==> config.mk <==
export PLATFORM = sky130hd
export DESIGN_NAME = bbc_back_flat
export DESIGN_NICKNAME = d
export VERILOG_FILES = /design/src/hw/rtl/bbc_pkg.sv /design/src/hw/rtl/bbc_ifs.sv /design/src/hw/rtl/bbc_ram.sv /design/src/hw/rtl/bbc_back.sv /design/src/flat_wrapper.sv
export SDC_FILE = /design/constraint.sdc
export NUM_CORES = 1
export LEC_CHECK = 0
export ABC_AREA = 1
export BUFFER_PORTS_ARGS = -buffer_cell sky130_fd_sc_hd__buf_4
export CORE_ASPECT_RATIO = 1.4
export CORE_MARGIN = 2
export CORE_UTILIZATION = 62
export CTS_CLUSTER_DIAMETER = 100
export DETAILED_ROUTE_END_ITERATION = 6
export PLACE_DENSITY_LB_ADDON = 0.2
export SYNTH_ARGS = -nofsm -noshare
export SYNTH_HDL_FRONTEND = slang
export SYNTH_SLANG_ARGS = --single-unit
==> constraint.sdc <==
create_clock -name i_clk -period 3.77 [get_ports i_clk]
set_clock_uncertainty 0.05 [all_clocks]
set_input_delay 0.754 -clock i_clk [delete_from_list [all_inputs] [get_ports i_clk]]
set_output_delay 0.754 -clock i_clk [all_outputs]
set_load 0.05 [all_outputs]
==> src/hw/rtl/bbc_pkg.sv <==
// Package for the bracket balance checker: shared widths, character and
// status codes, bracket kinds and the structs that pass between the modules.
// Depends on nothing.
package bbc_pkg;

    localparam int STACK_DEPTH_DEF = 64;
    localparam int CHAR_W          = 8;
    localparam int STATUS_W        = 3;
    localparam int COUNT_W         = 7;
    localparam int KIND_W          = 2;
    localparam int QUEUE_DEPTH     = 2;

    localparam logic [CHAR_W-1:0] CH_ROUND_OPEN   = 8'h28;
    localparam logic [CHAR_W-1:0] CH_ROUND_CLOSE  = 8'h29;
    localparam logic [CHAR_W-1:0] CH_CURLY_OPEN   = 8'h7B;
    localparam logic [CHAR_W-1:0] CH_CURLY_CLOSE  = 8'h7D;
    localparam logic [CHAR_W-1:0] CH_SQUARE_OPEN  = 8'h5B;
    localparam logic [CHAR_W-1:0] CH_SQUARE_CLOSE = 8'h5D;

    localparam logic [KIND_W-1:0] KIND_ROUND  = 2'd0;
    localparam logic [KIND_W-1:0] KIND_CURLY  = 2'd1;
    localparam logic [KIND_W-1:0] KIND_SQUARE = 2'd2;
    localparam logic [KIND_W-1:0] KIND_NONE   = 2'd3;

    localparam logic [STATUS_W-1:0] ST_OK       = 3'd0;
    localparam logic [STATUS_W-1:0] ST_MISMATCH = 3'd1;
    localparam logic [STATUS_W-1:0] ST_EMPTY    = 3'd2;
    localparam logic [STATUS_W-1:0] ST_UNCLOSED = 3'd3;
    localparam logic [STATUS_W-1:0] ST_OVERFLOW = 3'd4;

    // One classified request as it waits between front and back.
    typedef struct packed {
        logic              is_open;
        logic              is_close;
        logic [KIND_W-1:0] kind;
        logic              last;
    } t_op;

    typedef struct packed {
        logic                done_res;
        logic                balanced;
        logic [STATUS_W-1:0] status;
        logic [COUNT_W-1:0]  open_count;
    } t_res;

endpackage

==> src/hw/rtl/bbc_ifs.sv <==


interface bbc_out_if;
    logic                         valid;
    logic                         ready;
    logic                         done_res;
    logic                         balanced;
    logic [bbc_pkg::STATUS_W-1:0] status;
    logic [bbc_pkg::COUNT_W-1:0]  open_count;

    modport source (output valid, output done_res, output balanced, output status,
                    output open_count, input ready);
    modport sink   (input valid, input done_res, input balanced, input status,
                    input open_count, output ready);
endinterface

==> src/hw/rtl/bbc_ram.sv <==
// Generic single-write, single-read RAM with a registered read port.
// Depends on nothing.
module bbc_ram #(
    parameter int WIDTH = 2,
    parameter int DEPTH = 64
) (
    input  logic                     i_clk,
    input  logic                     i_we,
    input  logic [$clog2(DEPTH)-1:0] i_waddr,
    input  logic [WIDTH-1:0]         i_wdata,
    input  logic [$clog2(DEPTH)-1:0] i_raddr,
    output logic [WIDTH-1:0]         o_rdata
);

    logic [WIDTH-1:0] r_mem [DEPTH];
    logic [WIDTH-1:0] r_rdata;

    always_ff @(posedge i_clk) begin
        if (i_we) begin
            r_mem[i_waddr] <= i_wdata;
        end
        r_rdata <= r_mem[i_raddr];
    end

    assign o_rdata = r_rdata;

endmodule

==> src/hw/rtl/bbc_back.sv <==
// Back end: runs the bracket stack and the sticky error, and holds each
// result in an output register. Depends on bbc_pkg, bbc_ifs and bbc_ram.
module bbc_back #(
    parameter int STACK_DEPTH = bbc_pkg::STACK_DEPTH_DEF
) (
    input  logic          i_clk,
    input  logic          i_rst_n,
    input  logic          i_q_valid,
    input  bbc_pkg::t_op  i_op,
    output logic          o_q_pop,
    bbc_out_if.source     o_out
);

    localparam int AW = $clog2(STACK_DEPTH);
    localparam int DW = $clog2(STACK_DEPTH + 1);

    logic [DW-1:0]                r_depth;
    logic [DW-1:0]                n_depth;
    logic [bbc_pkg::STATUS_W-1:0] r_err;
    logic [bbc_pkg::STATUS_W-1:0] n_err;
    logic [bbc_pkg::KIND_W-1:0]   r_top;
    logic [bbc_pkg::KIND_W-1:0]   n_top;
    logic                         r_out_valid;
    bbc_pkg::t_res                r_out;
    bbc_pkg::t_res                n_out;
    logic                         fire;
    logic                         we;
    logic [bbc_pkg::KIND_W-1:0]   below_top;
    logic [DW-1:0]                rd_index;

    assign fire    = i_q_valid && (!r_out_valid || o_out.ready);
    assign o_q_pop = fire;

    // The top entry lives in r_top. The RAM is read every cycle at the entry
    // just below the top, so a pop has the new top ready on the next cycle.
    assign rd_index = n_depth - DW'(2);

    bbc_ram #(
        .WIDTH (bbc_pkg::KIND_W),
        .DEPTH (STACK_DEPTH)
    ) u_stack (
        .i_clk   (i_clk),
        .i_we    (we),
        .i_waddr (r_depth[AW-1:0]),
        .i_wdata (i_op.kind),
        .i_raddr (rd_index[AW-1:0]),
        .o_rdata (below_top)
    );

    always_comb begin
        n_depth = r_depth;
        n_err   = r_err;
        n_top   = r_top;
        we      = 1'b0;
        n_out   = '0;
        if (fire) begin
            if (r_err == bbc_pkg::ST_OK) begin
                if (i_op.is_open) begin
                    if (r_depth >= DW'(STACK_DEPTH)) begin
                        n_err = bbc_pkg::ST_OVERFLOW;
                    end else begin
                        we      = 1'b1;
                        n_top   = i_op.kind;
                        n_depth = r_depth + 1'b1;
                    end
                end else if (i_op.is_close) begin
                    if (r_depth == '0) begin
                        n_err = bbc_pkg::ST_EMPTY;
                    end else begin
                        n_depth = r_depth - 1'b1;
                        n_top   = below_top;
                        if (r_top != i_op.kind) begin
                            n_err = bbc_pkg::ST_MISMATCH;
                        end
                    end
                end
            end
            n_out.status     = n_err;
            n_out.open_count = bbc_pkg::COUNT_W'(n_depth);
            if (i_op.last) begin
                n_out.done_res = 1'b1;
                if (n_err != bbc_pkg::ST_OK) begin
                    n_out.status = n_err;
                end else if (n_depth != '0) begin
                    n_out.status = bbc_pkg::ST_UNCLOSED;
                end else begin
                    n_out.status   = bbc_pkg::ST_OK;
                    n_out.balanced = 1'b1;
                end
                n_depth = '0;
                n_err   = bbc_pkg::ST_OK;
            end
        end
    end

    always_ff @(posedge i_clk) begin
        if (!i_rst_n) begin
            r_depth     <= '0;
            r_err       <= bbc_pkg::ST_OK;
            r_out_valid <= 1'b0;
        end else begin
            r_depth <= n_depth;
            r_err   <= n_err;
            if (fire) begin
                r_out_valid <= 1'b1;
            end else if (o_out.ready) begin
                r_out_valid <= 1'b0;
            end
        end
    end

    always_ff @(posedge i_clk) begin
        r_top <= n_top;
        if (fire) begin
            r_out <= n_out;
        end
    end

    assign o_out.valid      = r_out_valid;
    assign o_out.done_res   = r_out.done_res;
    assign o_out.balanced   = r_out.balanced;
    assign o_out.status     = r_out.status;
    assign o_out.open_count = r_out.open_count;

endmodule

==> src/flat_wrapper.sv <==
// flat-port wrapper written by rule: the top's interface ports become plain ports
module bbc_back_flat 
#(
    parameter int STACK_DEPTH = bbc_pkg::STACK_DEPTH_DEF
)
  (i_clk, i_rst_n, i_q_valid, i_op, o_q_pop, o_out_valid, o_out_done_res, o_out_balanced, o_out_status, o_out_open_count, o_out_ready);
  bbc_out_if o_out_i ();
  input  logic i_clk;
  input  logic i_rst_n;
  input  logic i_q_valid;
  input  bbc_pkg::t_op i_op;
  output logic o_q_pop;
  output wire logic [$bits(o_out_i.valid)-1:0] o_out_valid;
  output wire logic [$bits(o_out_i.done_res)-1:0] o_out_done_res;
  output wire logic [$bits(o_out_i.balanced)-1:0] o_out_balanced;
  output wire logic [$bits(o_out_i.status)-1:0] o_out_status;
  output wire logic [$bits(o_out_i.open_count)-1:0] o_out_open_count;
  input wire logic [$bits(o_out_i.ready)-1:0] o_out_ready;
  assign o_out_valid = o_out_i.valid;
  assign o_out_done_res = o_out_i.done_res;
  assign o_out_balanced = o_out_i.balanced;
  assign o_out_status = o_out_i.status;
  assign o_out_open_count = o_out_i.open_count;
  assign o_out_i.ready = o_out_ready;
  bbc_back #(.STACK_DEPTH(STACK_DEPTH)) u_core (.i_clk(i_clk), .i_rst_n(i_rst_n), .i_q_valid(i_q_valid), .i_op(i_op), .o_q_pop(o_q_pop), .o_out(o_out_i));
endmodule
==> results.cfg, run 1 <==
[sta]
hold_violations = 0
fin_ws_ps = 674
maxSlewHeadroom_pct = 49.5
finalCriticalPeriod_ps = 3100
fin_hold_ws_ps = 445
fin_tns_setup_ps = 0
report.final.slew_viol_count = 0
finalCritPeriodShare_pct = 82.1
max_clock_freq_mhz = 323
rsz0062_at_grt = no
worst_slew_pin_slew_ps = 756
setup_viol = 0

[clocking]
clock-sinks = 155
cts_tree = built
htree_levels = 4
cts_resized = 0
cts.path.max_buffers = 2
ctsHoldBuffers = 0
path_clk_slew_ps = 60
postCtsSetupBuffers = 0
cts_buffers = 17
clock_latency_ps = 430
root_buffer = clkbuf_16

[worst_setup_path]
crit_family = simple AND/OR/NAND/NOR gates
crit_chain = inv_1 -> ha_1 -> nand2_1 -> xor2_1 -> o21ai_0 -> nand3_1 -> o21ai_1 -> nand2_1 -> nand2_1 -> inv_1 -> ha_1 -> inv_1 -> nand3_1 -> nand3_1 -> nand3_1 -> nand3_1 -> nand2_1
crit_path_max_fanout = 16
crit_path_end_kind = flip-flop
critical_path_buf_inv_count = 3
crit_type = flip-flop to flip-flop
crit_top_cell = nand3_1
critPathMaxStageDelay_ps = 390
start_kind = flip-flop
crit_required_ps = 4040
cpMaxStageDelayCell = inv_1
cp.arrival_ps = 3360

[die]
num_rows = 47
fp.dieW_um = 97.3
die_area_um2 = 13100
ios = 23
initial_core_util_pct = 63.7
core-area_um2 = 11900
die_h_um = 135

[finish]
final_util_pct = 71.0
antennaDiodeCount = 0
fillers = 876
fin_cells = 978
final_area_um2 = 8430
nets = 830
drive_gt1_share_pct = 10.5
area_delta_synth_final_pct = 11.6

[placed_design]
placedInstanceArea_um2 = 7790
place_ws_ps = 719
gp_congestion = 0.976
placement.io_buffers = 22
hpwl_um = 12600
placed_cells = 946

[route]
num_vias = 5958
wirelength_um = 19600
drc = 0
firstDrtPassIters = 5
detail_route.vias_per_cell = 6.09
drtAntennaViolNets = 0
routedWlPerCell_um = 20.0
drt_iter0_drc = 729

[global_route]
grtUsageTotal_pct = 30.6
grt_first_pass_wirelength_um = 30400
gr-total-overflow = 0
antenna_found_initial = 0
grt_max_degree = 66
grt_pass1_vias = 5880

[power_and_ir_drop]
internal_power_mw = 3.24
p_leak_nw = 3.42
switching_share_pct = 24.4
ir_drop_mv = 0.377
p_clk_share_pct = 43.2
power.switching_mw = 1.05
power_mw = 4.29
power.density_nw_per_um2 = 509
seq_power_share_pct = 45.0
pwr-share-comb_pct = 11.7

[synth]
synth_seq_area_share_pct = 59.8
synth_nets = 811
synth-seq-cells = 155
synth_area_um2 = 7560
synth_cell_types = 34
synth_cells = 799
syn_area_per_cell_um2 = 9.46
yosysWarnings = 0

[flow_run]
maxCapViolations = 0

[min_path]
hold_class = flip-flop to flip-flop

[status]
status = complete, no violations
==> path summary, 6_finish.rpt <==
check / startpoint / endpoint / slack, ps / cells past startpoint
max: u_core.r_depth[0]$_SDFF_PN0_ / u_core.u_stack.o_rdata[0]$_DFF_P_ / 670 / 17
min: u_core.r_err[0]$_SDFFE_PN0P_ / u_core.r_err[0]$_SDFFE_PN0P_ / 440 / 2
max reg2reg: u_core.r_depth[0]$_SDFF_PN0_ / u_core.u_stack.o_rdata[0]$_DFF_P_ / 670 / 17
min reg2reg: u_core.r_err[0]$_SDFFE_PN0P_ / u_core.r_err[0]$_SDFFE_PN0P_ / 440 / 2
==> registers in the layout, summed over array words and instances, names as in the netlist <==
name	count
u_core.r_err	3
u_core.r_top	2
u_core.o_out.valid	1
u_core.u_stack.o_rdata	2
u_core.o_out.open_count	7
u_core.r_depth	7
u_core.o_out.done_res	1
u_core.o_out.status	3
u_core.u_stack.r_mem	128
u_core.o_out.balanced	1
==> power groups by stage <==
| stage | clock, mW | combinational (mW) | sequential [mW] |
|---|---|---|---|
| final | 1.86 | 0.503 | 1.93 |
| after global routing | 1.93 | 0.542 | 1.93 |
| after CTS | 1.86 | 0.497 | 1.93 |
| after detailed placement | 0 | 0.492 | 1.96 |
| after global placement | 0 | 0.481 | 1.97 |
| after floorplan | 0 | 0.305 | 2.00 |
==> cell type report <==
cell class	instances	area [µm²]	area share (%)
clock buffer	21	450	5.34
timing repair buffer	34	255	3.03
sequential	155	4520	53.6
tap	147	184	2.18
multi-input combinational	492	2380	28.3
clock inverter	11	194	2.30
inverter	118	443	5.25
==> cell families (layout without fill, tap and decap cells) <==
logic type | after synthesis | in the layout | synth area share [%]
DFF | 155 | 155 | 59.8
xor gates and xnor gates | 4 | 4 | 0.463
buffers and inverters | 152 | 184 | 8.67
and+or+nand+nor | 458 | 458 | 28.5
AOI/OAI and AO/OA | 27 | 27 | 2.02
adders and majority gates | 3 | 3 | 0.496
==> metal layers <==
metal | wire (µm) | up-vias | GRT usage (%)
met4 | 963 | 0 | 17.1
met3 | 1510 | 64 | 5.69
li1 | - | 2708 | -
met5 | 0 | - | 0
met1 | 7000 | 2840 | 36.1
met2 | 10100 | 346 | 53.1
==> worst reg2reg max path, cell delays in order, from the launching register on <==
cell,delay (ps)
dfxtp_1,360
inv_1,220
ha_1,260
nand2_1,80
xor2_1,140
o21ai_0,200
nand3_1,90
o21ai_1,140
nand2_1,80
nand2_1,110
inv_1,60
ha_1,310
inv_1,390
nand3_1,170
nand3_1,110
nand3_1,80
nand3_1,90
nand2_1,60
==> synth_stat cells (all sizes together) <==
library cell,count,area [µm²]
dfxtp,13,260
edfxtp,142,4260
o211ai,1,7.51
buf,24,175
nor3,4,20.0
ha,3,37.5
a22oi,1,7.51
o21ai,11,58.8
nor4,2,12.5
nand4,5,31.3
clkbuf,10,37.5
a21oi,9,45.0
nor2,90,353
nand3,158,811
a31oi,2,12.5
inv,117,439
a211oi,2,15.0
nand3b,43,323
clkinv,1,3.75
xor2,2,17.5
o22ai,1,6.26
nand2,156,606
xnor2,2,17.5
==> placed cells by master, fill, tap and decap left out, types with 4 or more instances in the layout <==
cell type / count
nand3b_1: 43
a21oi_1: 9
bufinv_16: 5
inv_1: 109
o21ai_1: 5
dfxtp_1: 13
nand3_2: 4
nand2_1: 149
nor2_1: 86
o21ai_0: 5
nor3_1: 4
inv_2: 8
nand4_1: 5
nand2_2: 6
nand3_1: 154
clkbuf_16: 17
buf_4: 34
clkinvlp_4: 4
edfxtp_1: 142
No activity file was read; power rests on OpenSTA's default activity.
==> run 2: changes to the inputs <==
==> constraint.sdc (replaced) <==
create_clock -name i_clk -period 3.1 [get_ports i_clk]
set_clock_uncertainty 0.05 [all_clocks]
set_input_delay 0.62 -clock i_clk [delete_from_list [all_inputs] [get_ports i_clk]]
set_output_delay 0.62 -clock i_clk [all_outputs]
set_load 0.05 [all_outputs]
==> run 2 against run 1 <==
Critical path depth did not move. Routed wire length up 0.75%. Worst setup slack got worse by 390 ps. Largest power group unchanged. Highest routed layer unchanged. Sequential share of layout area is 0.51 points lower. Clock power grew 14%. Largest cell class unchanged. Global-route usage increased by 0.12 points. Design area increased by 0.99%. Sequential power is 22% higher. Critical path type unchanged. Register-to-register slack lost 390 ps. Maximum frequency increased by 9.8%.
==> results.cfg, run 2 (synthesis results as in run 1) <==
[finish]
final_area_um2 = 8520
antennaDiodeCount = 0
top_register = u_core.u_stack.r_mem
mostFrequentLayoutCells = 154 x nand3_1, 149 x nand2_1, 142 x edfxtp_1, 108 x inv_1, 86 x nor2_1
final_util_pct = 71.7
final_common_cell = nand3_1
drive_gt1_share_pct = 12.2
nets = 841
area_delta_synth_final_pct = 12.7
largest_reg_flops = 128

[global_route]
grt_pass1_vias = 5817
grt_first_pass_wirelength_um = 30300
gr-total-overflow = 0
antenna_found_initial = 0
grt_max_degree = 66
grtUsageTotal_pct = 30.7

[clocking]
path_clk_slew_ps = 60
htree_levels = 4
root_buffer = clkbuf_16
cts_buffers = 17
cts.path.max_buffers = 2
cts_tree = built
clock_latency_ps = 420
clock-sinks = 155
ctsHoldBuffers = 0

[power_and_ir_drop]
ir_drop_mv = 0.415
p_leak_nw = 3.48
power.density_nw_per_um2 = 598

[worst_setup_path]
crit_required_ps = 3370
cp.arrival_ps = 3080
r2r_slack_ps = 280
crit_path_max_fanout = 16
crit_path_end_kind = flip-flop
start_kind = flip-flop
crit_type = flip-flop to flip-flop

[status]
status = complete, no violations

[route]
wirelength_um = 19700
drt_iter0_drc = 590
drtAntennaViolNets = 0
firstDrtPassIters = 6
routedWlPerCell_um = 20.0
num_vias = 5959
drc = 0
detail_route.vias_per_cell = 6.03

[sta]
fin_hold_ws_ps = 346
fin_ws_ps = 280
fin_tns_setup_ps = 0
finalCritPeriodShare_pct = 91.0
report.final.slew_viol_count = 0
max_clock_freq_mhz = 355
hold_violations = 0
setup_viol = 0
worst_slew_pin_slew_ps = 674
maxSlewHeadroom_pct = 55.1
finalCriticalPeriod_ps = 2820
rsz0062_at_grt = no

[die]
num_rows = 47
core-area_um2 = 11900
ios = 23
initial_core_util_pct = 63.7
die_area_um2 = 13100
die_h_um = 135
fp.dieW_um = 97.3

[flow_run]
maxCapViolations = 0

[placed_design]
placement.io_buffers = 22
gp_congestion = 0.873
placedInstanceArea_um2 = 7890
hpwl_um = 12800
place_ws_ps = 145

[min_path]
hold_class = input pin to flip-flop
run 2: cell types whose count changed in the layout (fill, tap and decap cells not counted), sizes merged:
cell,before,now
bufinv,5,2
inv,117,127
buf,34,45
clkinv,3,2
clkbuf,21,17
clkinvlp,4,2
run 2: repair_timing:
action,in CTS,in global routing
hold endpoints to repair,0,0
gates resized for setup,0,3
endpoints found under the setup margin,0,2
setup buffers,0,1
run 2: worst paths after layout:
check / start / to / cells after the start
worst max-delay path: u_core.r_depth[1]$_SDFF_PN0_ / u_core.u_stack.o_rdata[1]$_DFF_P_ / 17
worst min-delay path: i_op[0] / u_core.o_out.done_res$_DFFE_PP_ / 1
worst max register to register: u_core.r_depth[1]$_SDFF_PN0_ / u_core.u_stack.o_rdata[1]$_DFF_P_ / 17
worst min register to register: u_core.o_out.valid$_SDFFE_PN0P_ / u_core.o_out.valid$_SDFFE_PN0P_ / 2
run 2: routing by layer:
layer  global-route usage [%]  part of all wire (%)  vias up
li1                         -                     -     2735
met1                     34.8                    35     2836
met2                     53.2                    51      298
met3                     7.04                   7.2       90
met4                     18.4                   6.3        0
met5                        0                     0        -
run 2: worst max-delay path, cell delays in order (launching register included):
cell and delay, ps:
dfxtp_2 350, inv_1 130, ha_1 240, nand2_1 80, xor2_1 140, o21ai_0 170, nand3_1 90, o21ai_1 160
nand2_1 100, nand2_1 90, inv_1 60, ha_1 350, buf_6 210, nand3_1 150, nand3_1 120, nand3_1 80
nand3_1 70, nand2_1 50
run 2: layout make-up:
class / count / area, µm²
repair buffers: 45 / 379
fillers: 887 / 3360
flip-flops and latches: 155 / 4530
inverters: 118 / 447
well taps: 147 / 184
clock buffers: 17 / 425
clock inverters: 15 / 174
multi-input cells: 492 / 2380
run 2: where the power goes:
| part | switching (mW) | internal, mW | total [mW] |
|---|---|---|---|
| Combinational | 0.442 | 0.192 | 0.634 |
| Clock | 0.899 | 1.22 | 2.12 |
| Sequential | 0.0237 | 2.32 | 2.35 |
run 2: per-stage QoR:
step	std cells	total power, mW
4_1_cts	988	5.09
3_5_place_dp	956	3.00
6_report	989	5.10
2_1_floorplan	799	2.80
5_1_grt	989	5.24
3_3_place_gp	956	3.00
==> run 3: changes to the inputs <==
--- a/config.mk
+++ b/config.mk
@@ -9,7 +9,7 @@
 export BUFFER_PORTS_ARGS = -buffer_cell sky130_fd_sc_hd__buf_4
 export CORE_ASPECT_RATIO = 1.4
 export CORE_MARGIN = 2
-export CORE_UTILIZATION = 62
+export CORE_UTILIZATION = 67
 export CTS_CLUSTER_DIAMETER = 100
 export DETAILED_ROUTE_END_ITERATION = 6
 export PLACE_DENSITY_LB_ADDON = 0.2
==> constraint.sdc (replaced) <==
create_clock -name i_clk -period 3.3 [get_ports i_clk]
set_clock_uncertainty 0.05 [all_clocks]
set_input_delay 0.66 -clock i_clk [delete_from_list [all_inputs] [get_ports i_clk]]
set_output_delay 0.66 -clock i_clk [all_outputs]
set_load 0.05 [all_outputs]
==> run 3 against run 2 <==
Core utilization rose by 5.2 points. Final cell count down 1.2%. Die area decreased by 7.2%. Count of clock-buffer cells in the layout up 1. Design area is 1.4% lower. Sequential share of layout area is 0.73 points higher. Register-to-register slack worse by 20 ps. Sequential power shrank 6%. Via count down 0.30%. Highest routed layer unchanged.
==> results.cfg, run 3 (synthesis results as in run 1) <==
[status]
status = complete, no violations

[route]
drtAntennaViolNets = 0
drc = 0
routedWlPerCell_um = 20.2
drt_iter0_drc = 705
num_vias = 5941
wirelength_um = 19700
firstDrtPassIters = 6
detail_route.vias_per_cell = 6.08

[finish]
largest_reg_flops = 128
nets = 835
final_common_cell = nand3_1
area_delta_synth_final_pct = 11.1
final_util_pct = 76.9
antennaDiodeCount = 0
drive_gt1_share_pct = 11.2
mostFrequentLayoutCells = 154 x nand3_1, 149 x nand2_1, 142 x edfxtp_1, 108 x inv_1, 86 x nor2_1
fillers = 735
top_register = u_core.u_stack.r_mem
final_area_um2 = 8400

[worst_setup_path]
reg2reg_from = u_core.r_depth[0]$_SDFF_PN0_
cp.arrival_ps = 3300
critical_path.startpoint = u_core.r_depth[0]$_SDFF_PN0_
start_kind = flip-flop
crit_type = flip-flop to flip-flop
crit_path_end_kind = flip-flop
crit_required_ps = 3560
r2r_slack_ps = 260
crit_path_max_fanout = 16

[global_route]
grtUsageTotal_pct = 34.0
grt_first_pass_wirelength_um = 30500
grt_max_degree = 67
gr-total-overflow = 0
grt_pass1_vias = 5926
antenna_found_initial = 0

[power_and_ir_drop]
p_leak_nw = 3.41
power.density_nw_per_um2 = 551
ir_drop_mv = 0.406

[die]
fp.dieW_um = 93.8
die_area_um2 = 12200
ios = 23
initial_core_util_pct = 69.2
core-area_um2 = 10900
num_rows = 45
die_h_um = 130

[sta]
setup_viol = 0
maxSlewHeadroom_pct = 54.9
finalCritPeriodShare_pct = 92.0
worst_slew_pin_slew_ps = 675
report.final.slew_viol_count = 0
fin_tns_setup_ps = 0
hold_violations = 0
max_clock_freq_mhz = 329
finalCriticalPeriod_ps = 3040
rsz0062_at_grt = no
fin_hold_ws_ps = 395

[placed_design]
hpwl_um = 12500
gp_congestion = 0.956
placement.io_buffers = 22
placedInstanceArea_um2 = 7830

[clocking]
path_clk_slew_ps = 60
cts.path.max_buffers = 2
cts_tree = built
htree_levels = 4
clock_latency_ps = 430
cts_buffers = 17
clock-sinks = 155
root_buffer = clkbuf_16

[min_path]
hold_class = input pin to flip-flop
hold_start = i_op[0]

[flow_run]
maxCapViolations = 0
==> run 3: power breakdown <==
part / internal, mW / switching [mW] / total [mW]
clock network: 1.04 / 0.785 / 1.82
logic: 0.174 / 0.423 / 0.597
registers: 2.18 / 0.0238 / 2.21
total: 3.39 / 1.23 / 4.62
==> run 3: layer usage <==
| metal | part of all wire (%) | wire length, µm | global-route usage (%) |
|---|---|---|---|
| met2 | 52 | 10300 | 59.7 |
| met1 | 35 | 6860 | 38.9 |
| met5 | 0 | 0 | 0 |
| met3 | 8.2 | 1630 | 6.64 |
| met4 | 4.9 | 974 | 18.8 |
==> run 3: worst paths after layout <==
kind | to | cells past startpoint
worst min-delay path | u_core.o_out.done_res$_DFFE_PP_ | 1
worst max-delay path | u_core.u_stack.o_rdata[0]$_DFF_P_ | 17
worst max register to register | u_core.u_stack.o_rdata[0]$_DFF_P_ | 17
worst min register to register | u_core.o_out.valid$_SDFFE_PN0P_ | 2
==> run 3: critical path, stage by stage (launching register included) <==
cell and delay [ps]:
dfxtp_1 350, inv_1 210, ha_1 260, nand2_1 80, xor2_1 140, o21ai_0 210, nand3_1 90, o21ai_1 190
nand2_1 80, nand2_1 100, inv_1 60, ha_1 340, buf_4 270, nand3_1 150, nand3_1 100, nand3_1 90
nand3_1 90, nand2_1 60
==> run 3: timing repair <==
item,in CTS,in global routing
buffers inserted,0,1
setup endpoints to repair,0,2
endpoints found under the hold margin,0,0
hold buffers,0,0
resized for setup,0,1
==> run 3: layout make-up <==
type	instances	area, µm²	area share, %
Multi-Input combinational cell	492	2380	28.4
Tap cell	141	176	2.10
Clock inverter	14	123	1.46
Inverter	118	447	5.32
Clock buffer	18	429	5.11
Timing Repair Buffer	39	318	3.78
Sequential cell	155	4520	53.9
==> run 3: through the flow <==
stage | power (mW) | worst slack, ps | cells
5_1_grt | 4.75 | 19.4 | 977
3_3_place_gp | 2.81 | 313 | 944
6_report | 4.62 | 263 | 977
2_1_floorplan | 2.63 | 310 | 799
4_1_cts | 4.60 | 126 | 976
3_5_place_dp | 2.82 | 170 | 944
